### src/hdl/double_ended_queue_assert.svh
// assertion macros for the deque datapath rtl
`ifndef DOUBLE_ENDED_QUEUE_ASSERT_SVH
`define DOUBLE_ENDED_QUEUE_ASSERT_SVH

// same-cycle implication, sampled on clk, off during reset
`define DEQ_ASSERT_NOW(lbl, ante, cons, msg) \
  lbl: assert property (@(posedge clk) disable iff (!rst_n) (ante) |-> (cons)) else $error(msg);

// next-cycle implication, sampled on clk, off during reset
`define DEQ_ASSERT_NEXT(lbl, ante, cons, msg) \
  lbl: assert property (@(posedge clk) disable iff (!rst_n) (ante) |=> (cons)) else $error(msg);

`endif

### src/hdl/deq_pkg.sv
package deq_pkg;

  // storage geometry
  localparam int DEPTH      = 16;
  localparam int DATA_WIDTH = 32;
  localparam int IDX_W      = (DEPTH > 1) ? $clog2(DEPTH) : 1;
  localparam int CNT_W      = $clog2(DEPTH + 1);

  // fixed field widths of the beats
  localparam int FUNC_W   = 3;
  localparam int VAL_W    = 32;
  localparam int STATUS_W = 2;
  localparam int COUNT_W  = 5;

  typedef logic [IDX_W-1:0]      idx_t;
  typedef logic [CNT_W-1:0]      cnt_t;
  typedef logic [DATA_WIDTH-1:0] data_t;

  // operation codes
  localparam logic [FUNC_W-1:0] FUNC_PUSH_FRONT = 3'd0;
  localparam logic [FUNC_W-1:0] FUNC_PUSH_REAR  = 3'd1;
  localparam logic [FUNC_W-1:0] FUNC_POP_FRONT  = 3'd2;
  localparam logic [FUNC_W-1:0] FUNC_POP_REAR   = 3'd3;
  localparam logic [FUNC_W-1:0] FUNC_QUERY      = 3'd4;

  typedef enum logic [STATUS_W-1:0] {
    STATUS_OK        = 2'd0,
    STATUS_UNDERFLOW = 2'd1,
    STATUS_OVERFLOW  = 2'd2
  } status_t;

  typedef struct packed {
    logic [FUNC_W-1:0]       func;
    logic signed [VAL_W-1:0] value;
  } in_item_t;

  typedef struct packed {
    logic [STATUS_W-1:0]     status;
    logic signed [VAL_W-1:0] front_value;
    logic signed [VAL_W-1:0] rear_value;
    logic [COUNT_W-1:0]      element_count;
    logic                    is_empty;
  } out_item_t;

  // sequencer states
  typedef enum logic [1:0] {
    ST_IDLE,
    ST_READ,
    ST_LOAD
  } state_t;

  // controller to datapath
  typedef struct packed {
    logic exec;
    logic read;
    logic load;
  } deq_cmd_t;

  // datapath to controller
  typedef struct packed {
    logic out_free;
  } deq_stat_t;

  // ring index step forward
  function automatic idx_t idx_inc(input idx_t i);
    return (i == idx_t'(DEPTH - 1)) ? '0 : idx_t'(i + 1'b1);
  endfunction

  // ring index step back
  function automatic idx_t idx_dec(input idx_t i);
    return (i == '0) ? idx_t'(DEPTH - 1) : idx_t'(i - 1'b1);
  endfunction

  // stored word to output field, sign extended or cut
  function automatic logic signed [VAL_W-1:0] widen(input data_t d);
    return VAL_W'($signed(d));
  endfunction

endpackage

### src/hdl/deq_ctrl.sv
module deq_ctrl (
  input  logic              clk,
  input  logic              rst_n,
  input  logic              in_valid,
  output logic              in_ready,
  input  deq_pkg::deq_stat_t stat,
  output deq_pkg::deq_cmd_t  cmd
);
  import deq_pkg::*;

  state_t state_r, state_nxt;

  // state register
  always_ff @(posedge clk) begin
    if (!rst_n) begin
      state_r <= ST_IDLE;
    end else begin
      state_r <= state_nxt;
    end
  end

  // next state and commands
  always_comb begin
    state_nxt = state_r;
    in_ready  = 1'b0;
    cmd       = '0;
    case (state_r)
      ST_IDLE: begin
        in_ready = 1'b1;
        if (in_valid) begin
          cmd.exec  = 1'b1;
          state_nxt = ST_READ;
        end
      end
      ST_READ: begin
        cmd.read  = 1'b1;
        state_nxt = ST_LOAD;
      end
      ST_LOAD: begin
        if (stat.out_free) begin
          cmd.load  = 1'b1;
          state_nxt = ST_IDLE;
        end
      end
      default: begin
        state_nxt = ST_IDLE;
      end
    endcase
  end

endmodule

### src/hdl/deq_dp.sv
`include "double_ended_queue_assert.svh"

module deq_dp (
  input  logic               clk,
  input  logic               rst_n,
  input  deq_pkg::in_item_t  in_data,
  input  deq_pkg::deq_cmd_t  cmd,
  output deq_pkg::deq_stat_t stat,
  output logic               out_valid,
  input  logic               out_ready,
  output deq_pkg::out_item_t out_data
);
  import deq_pkg::*;

  data_t     mem [DEPTH];
  idx_t      front_r, front_nxt;
  idx_t      rear_r, rear_nxt;
  cnt_t      count_r, count_nxt;
  status_t   status_r, status_nxt;
  data_t     rd_front_r, rd_rear_r;
  out_item_t out_r, out_nxt;
  logic      out_valid_r, out_valid_nxt;
  logic      wr_en;
  idx_t      wr_addr;
  logic      full, empty;
  logic [CNT_W:0] tail_sum;
  idx_t      tail_idx;

  assign full  = (count_r == cnt_t'(DEPTH));
  assign empty = (count_r == '0);

  // operation decode: index moves, count and write strobe
  always_comb begin
    front_nxt  = front_r;
    rear_nxt   = rear_r;
    count_nxt  = count_r;
    status_nxt = STATUS_OK;
    wr_en      = 1'b0;
    wr_addr    = rear_r;
    case (in_data.func)
      FUNC_PUSH_FRONT: begin
        if (full) begin
          status_nxt = STATUS_OVERFLOW;
        end else begin
          front_nxt = idx_dec(front_r);
          wr_en     = 1'b1;
          wr_addr   = idx_dec(front_r);
          count_nxt = cnt_t'(count_r + 1'b1);
        end
      end
      FUNC_PUSH_REAR: begin
        if (full) begin
          status_nxt = STATUS_OVERFLOW;
        end else begin
          rear_nxt  = idx_inc(rear_r);
          wr_en     = 1'b1;
          wr_addr   = rear_r;
          count_nxt = cnt_t'(count_r + 1'b1);
        end
      end
      FUNC_POP_FRONT: begin
        if (empty) begin
          status_nxt = STATUS_UNDERFLOW;
        end else begin
          front_nxt = idx_inc(front_r);
          count_nxt = cnt_t'(count_r - 1'b1);
        end
      end
      FUNC_POP_REAR: begin
        if (empty) begin
          status_nxt = STATUS_UNDERFLOW;
        end else begin
          rear_nxt  = idx_dec(rear_r);
          count_nxt = cnt_t'(count_r - 1'b1);
        end
      end
      default: begin
        status_nxt = STATUS_OK;
      end
    endcase
  end

  // control registers
  always_ff @(posedge clk) begin
    if (!rst_n) begin
      front_r     <= '0;
      rear_r      <= '0;
      count_r     <= '0;
      status_r    <= STATUS_OK;
      out_valid_r <= 1'b0;
    end else begin
      if (cmd.exec) begin
        front_r  <= front_nxt;
        rear_r   <= rear_nxt;
        count_r  <= count_nxt;
        status_r <= status_nxt;
      end
      out_valid_r <= out_valid_nxt;
    end
  end

  // ring storage, one write and two registered reads
  always_ff @(posedge clk) begin
    if (cmd.exec && wr_en) begin
      mem[wr_addr] <= DATA_WIDTH'(in_data.value);
    end
    if (cmd.read) begin
      rd_front_r <= mem[front_r];
      rd_rear_r  <= mem[idx_dec(rear_r)];
    end
  end

  // result beat assembly
  always_comb begin
    out_nxt.status        = status_r;
    out_nxt.element_count = COUNT_W'(count_r);
    out_nxt.is_empty      = empty;
    out_nxt.front_value   = empty ? '0 : widen(rd_front_r);
    out_nxt.rear_value    = empty ? '0 : widen(rd_rear_r);
  end

  // output register
  always_comb begin
    out_valid_nxt = out_valid_r;
    if (cmd.load) begin
      out_valid_nxt = 1'b1;
    end else if (out_ready) begin
      out_valid_nxt = 1'b0;
    end
  end

  always_ff @(posedge clk) begin
    if (cmd.load) begin
      out_r <= out_nxt;
    end
  end

  assign stat.out_free = !out_valid_r || out_ready;
  assign out_valid     = out_valid_r;
  assign out_data      = out_r;

  // rear slot expected from front and count
  assign tail_sum = (CNT_W+1)'(front_r) + (CNT_W+1)'(count_r);
  assign tail_idx = (tail_sum >= (CNT_W+1)'(DEPTH)) ?
                    idx_t'(tail_sum - (CNT_W+1)'(DEPTH)) : idx_t'(tail_sum);

  `DEQ_ASSERT_NOW(a_count_bound, 1'b1, count_r <= cnt_t'(DEPTH), "fill count beyond depth")
  `DEQ_ASSERT_NOW(a_ring_consistent, 1'b1, tail_idx == rear_r, "rear index out of step with front and count")
  `DEQ_ASSERT_NEXT(a_overflow_frozen, cmd.exec && full && (in_data.func == FUNC_PUSH_FRONT || in_data.func == FUNC_PUSH_REAR), status_r == STATUS_OVERFLOW && $stable(count_r) && $stable(front_r) && $stable(rear_r), "overflow push changed state")
  `DEQ_ASSERT_NEXT(a_load_shows, cmd.load, out_valid_r && out_r.element_count == COUNT_W'(count_r), "loaded beat missing or stale count")

endmodule

### src/hdl/double_ended_queue.sv
// Bounded double-ended queue of signed values in a ring buffer. Each input
// beat carries one operation (push front, push rear, pop front, pop rear or
// query) and yields exactly one result beat with a status, the front and rear
// values, the element count and an empty flag, all taken after the operation.
// Pop on empty reports underflow and push on full reports overflow; neither
// changes the contents. An item goes through these steps in order: the
// accept edge applies the operation and writes the ring, then front and
// rear are read from the two read ports of the storage array, and then the
// output register is loaded. The input is accepted again right after, even
// while the previous result waits in the output register; a result that is
// not taken holds the next one in the load step.
module double_ended_queue (
  input  logic               clk,
  input  logic               rst_n,
  input  logic               in_valid,
  output logic               in_ready,
  input  deq_pkg::in_item_t  in_data,
  output logic               out_valid,
  input  logic               out_ready,
  output deq_pkg::out_item_t out_data
);
  import deq_pkg::*;

  deq_cmd_t  cmd;
  deq_stat_t stat;

  // sequencer
  deq_ctrl u_ctrl (
    .clk      (clk),
    .rst_n    (rst_n),
    .in_valid (in_valid),
    .in_ready (in_ready),
    .stat     (stat),
    .cmd      (cmd)
  );

  // ring storage, indices and output register
  deq_dp u_dp (
    .clk       (clk),
    .rst_n     (rst_n),
    .in_data   (in_data),
    .cmd       (cmd),
    .stat      (stat),
    .out_valid (out_valid),
    .out_ready (out_ready),
    .out_data  (out_data)
  );

endmodule

### config.mk
export PLATFORM = sky130hd
export DESIGN_NAME = double_ended_queue
export DESIGN_NICKNAME = d
export VERILOG_FILES = /design/src/hdl/deq_pkg.sv /design/src/hdl/deq_ctrl.sv /design/src/hdl/deq_dp.sv /design/src/hdl/double_ended_queue.sv
export VERILOG_INCLUDE_DIRS = /design/src /design/src/hdl
export SDC_FILE = /design/constraint.sdc
export NUM_CORES = 1
export LEC_CHECK = 0
export BUFFER_PORTS_ARGS = -buffer_cell sky130_fd_sc_hd__buf_2
export CAP_MARGIN = 20
export CORE_UTILIZATION = 30
export DETAILED_ROUTE_END_ITERATION = 7
export PLACE_DENSITY = 0.56
export SYNTH_ARGS = -nofsm -noshare
export SYNTH_HDL_FRONTEND = slang
export SYNTH_SLANG_ARGS = --single-unit
### constraint.sdc
create_clock -name clk -period 5.86 [get_ports clk]
set_input_delay 1.172 -clock clk [delete_from_list [all_inputs] [get_ports clk]]
set_output_delay 1.172 -clock clk [all_outputs]
set_load 0.02 [all_outputs]
==> impl_results.md <==
* Crit-path most repeated cell: buf_4
* Largest net degree at the start of global routing at 109
* Commonest cells in the netlist: 648 x edfxtp_1, 208 x mux4_2, 80 x a21oi_1, 80 x clkbuf_1, 80 x nand2_1
* Peak supply drop at 0.191 mV
* Violated checks: design-rule violations
* DRC violations left at 7
* Post-synthesis cell count at 1597
* Die area at 0.0976 mm^2
* Core ar. at 0.0952 mm^2
* Worst Path Arrival at 4.37 ns
* Top-count cell post-synth: edfxtp_1
* P&R area growth vs syn at 16.9%
* HPWL Detailed at 46.0 mm
* GPL Wtd Cong at 0.818
* Least-Margin Pin Slew at 1.16 ns
* Resized Gates After CTS at 0
* Die W at 312 um
* Vias in the first global route at 17.3k
* GRT Util Overall at 16.5%
* Syn Nets at 1644
* Clock transition at the registers of the reported paths at 0.06 ns
* # hold bufs at CTS at 0
* WL/cell at 26.8 um
* First-pass GRT wire length at 118 mm
* Slowest Stage Delay on Critical Path at 0.64 ns
* PwrDens at 323 mW/mm^2
* Hold Crit Class: reg2reg
* Pins Over Slew Limit at 0
* Post-route cell area at 0.0338 mm^2
* Starting Density at 30.4%
* Required @ worst endpoint at 6.34 ns
* FF+latch count, synth at 666
* Leakage at 10.4 nW
* Mapped Area at 0.0289 mm^2
* Synth area leaders: edfxtp_1 67%, mux4_2 16%, a222oi_1 1.7%, nor2b_1 1.6%, a21oi_1 1.4%
* Yosys cell types at 61
* Slew HR at 22.5%
* Post-detailed-route count of antenna-violating nets at 0
* Top_reg_cell synth: edfxtp_1
* Critical setup path kind: reg2reg
* Peak Freq at 257 MHz
* Critical Path Start Type: flip-flop
* Fin Setup TNS at 0 ns
* Initial antenna violation count at 11
* Area share of the largest cell type after synthesis at 67.3%
* Worst skew pair latency at 0.63 ns
* Mean Syn Cell Area at 18.1 um^2
* Max-Cap Viols at 0
* Hold Vio Cnt, Final at 0
* Layout Nets at 1768
* Ys Warns at 0
* Htree depth at 3
* Share of layout cells above drive strength 1 at 30.3%
* Vias/cell at 5.53
* Unrepaired setup endpoints after global routing: false
* Post-CTS Setup Bufs at 0
* Slowest cell on crit path: buf_4
* Die Y at 312 um
* Area leader, netlist: edfxtp_1
* Final setup skew at 0.0293 ns
* Design Power at 10.9 mW
* CTS buffer count at 74
* Minimum clock period at 3.89 ns
* CP max FO at 39
* Final Cycle Share at 66.4%
* Status: complete, but fails checks
* DRT Wirelength at 81.7 mm
* Sink Count at 666
* Ports at 113
* Sequential share of the synthesized area at 68.6%
* Worst Setup End Kind: flip-flop
* Top delay family on crit path: compound AO/OA/AOI/OAI gates
* Area post-placement at 0.0312 mm^2
* Vias at 16.8k
* EDFF count, synth at 648
* CP Cell Sequence: inv_1 > ha_2 > or3b_2 > buf_4 > a21oi_4 > buf_4 > a222oi_1 > a21oi_1 > or3_1
* CTS tree: done
* Critical path buffers and inverters at 3
* Fin util at 35.5%
* GR Overflow Total at 0
* Iter 0 DRT Violations at 2219
* Final setup viols at 0
* Num rows at 113
* I/O Buffers at 112
* DRT Pass-1 Iters at 8
* Root buf cell: clkbuf_16
* Async SR Flop Fraction at 0%
* Max Root-Sink Buffers at 3
## logic make-up after synthesis
| group | Yosys count | synth area share (%) |
|---|---|---|
| compound gates | 267 | 6.65 |
| simple gates | 283 | 5.02 |
| xor+xnor | 13 | 0.394 |
| flops | 666 | 68.6 |
| buf+inv | 125 | 1.81 |
| fa+ha+maj | 8 | 0.372 |
| mux | 235 | 17.2 |
## cell usage in the layout, fill, tap and decap left out, drive strengths merged, types with 8 or more instances in the layout
cell,synthesis,routed
a211oi,12,12
a21oi,82,82
a222oi,50,50
a22o,26,26
a31oi,9,9
and3,10,10
buf,35,163
bufinv,0,11
clkbuf,80,90
clkinv,1,27
dfxtp,18,18
edfxtp,648,648
inv,9,15
mux2,11,11
mux2i,16,16
mux4,208,208
nand2,80,80
nand2b,8,8
nand3,8,8
nor2,50,50
nor2b,72,72
nor3,8,8
o21ai,24,24
or3,25,25
xnor2,8,8
## through the flow
step | setup WS (ns) | std cells | hold WS, ns
3_5_place_dp | 1.79 | 2909 | 0.417
5_1_grt | 1.86 | 3046 | 0.452
3_3_place_gp | 1.77 | 2909 | 0.419
4_1_cts | 2.02 | 3044 | 0.433
6_report | 1.97 | 3047 | 0.432
2_1_floorplan | 0.842 | 1597 | 0.408
## final cells by class
| type | instances | area [um^2] |
|---|---|---|
| Sequential cell | 666 | 19800 |
| Multi-Input combinational cell | 806 | 8760 |
| Inverter | 10 | 37.5 |
| Timing Repair Buffer | 163 | 1030 |
| Clock inverter | 45 | 546 |
| Tap cell | 1265 | 1580 |
| Clock buffer | 90 | 1980 |
| Fill cell | 8817 | 61400 |
| Antenna cell | 2 | 5.00 |
## registers in the layout, indices dropped and copies added, names as in the netlist
signal           flops
u_dp.rear_r          4
u_dp.mem           512
u_dp.count_r         5
u_dp.front_r         4
u_dp.out_valid       1
u_ctrl.state_r       2
u_dp.rd_rear_r      32
u_dp.out_data       72
u_dp.rd_front_r     32
u_dp.status_r        2
## report_power, final
part	leakage (nW)	switching, mW	total (mW)	internal (mW)
clock network	1.23	1.94	4.86	2.92
registers	5.99	0.0442	5.35	5.30
logic	3.14	0.440	0.702	0.262
total	10.4	2.43	10.9	8.48
## metal layers
| layer | wire (um) | global-route usage, % | up-vias |
|---|---|---|---|
| li1 | - | - | 6931 |
| met1 | 33400 | 22.2 | 8792 |
| met2 | 37900 | 25.8 | 916 |
| met3 | 8030 | 4.32 | 186 |
| met4 | 2300 | 5.78 | 10 |
| met5 | 68 | 0 | - |
## worst paths after layout
path | start | end | slack [ns] | depth (start not counted)
worst max register to register | u_dp.rear_r[0] | u_dp.rd_rear_r[21] | 1.97 | 9
worst min-delay path | u_dp.status_r[0] | u_dp.out_data[70] | 0.43 | 0
worst min register to register | u_dp.status_r[0] | u_dp.out_data[70] | 0.43 | 0
worst max-delay path | u_dp.rear_r[0] | u_dp.rd_rear_r[21] | 1.97 | 9
No activity file was read; power rests on OpenSTA's default activity.
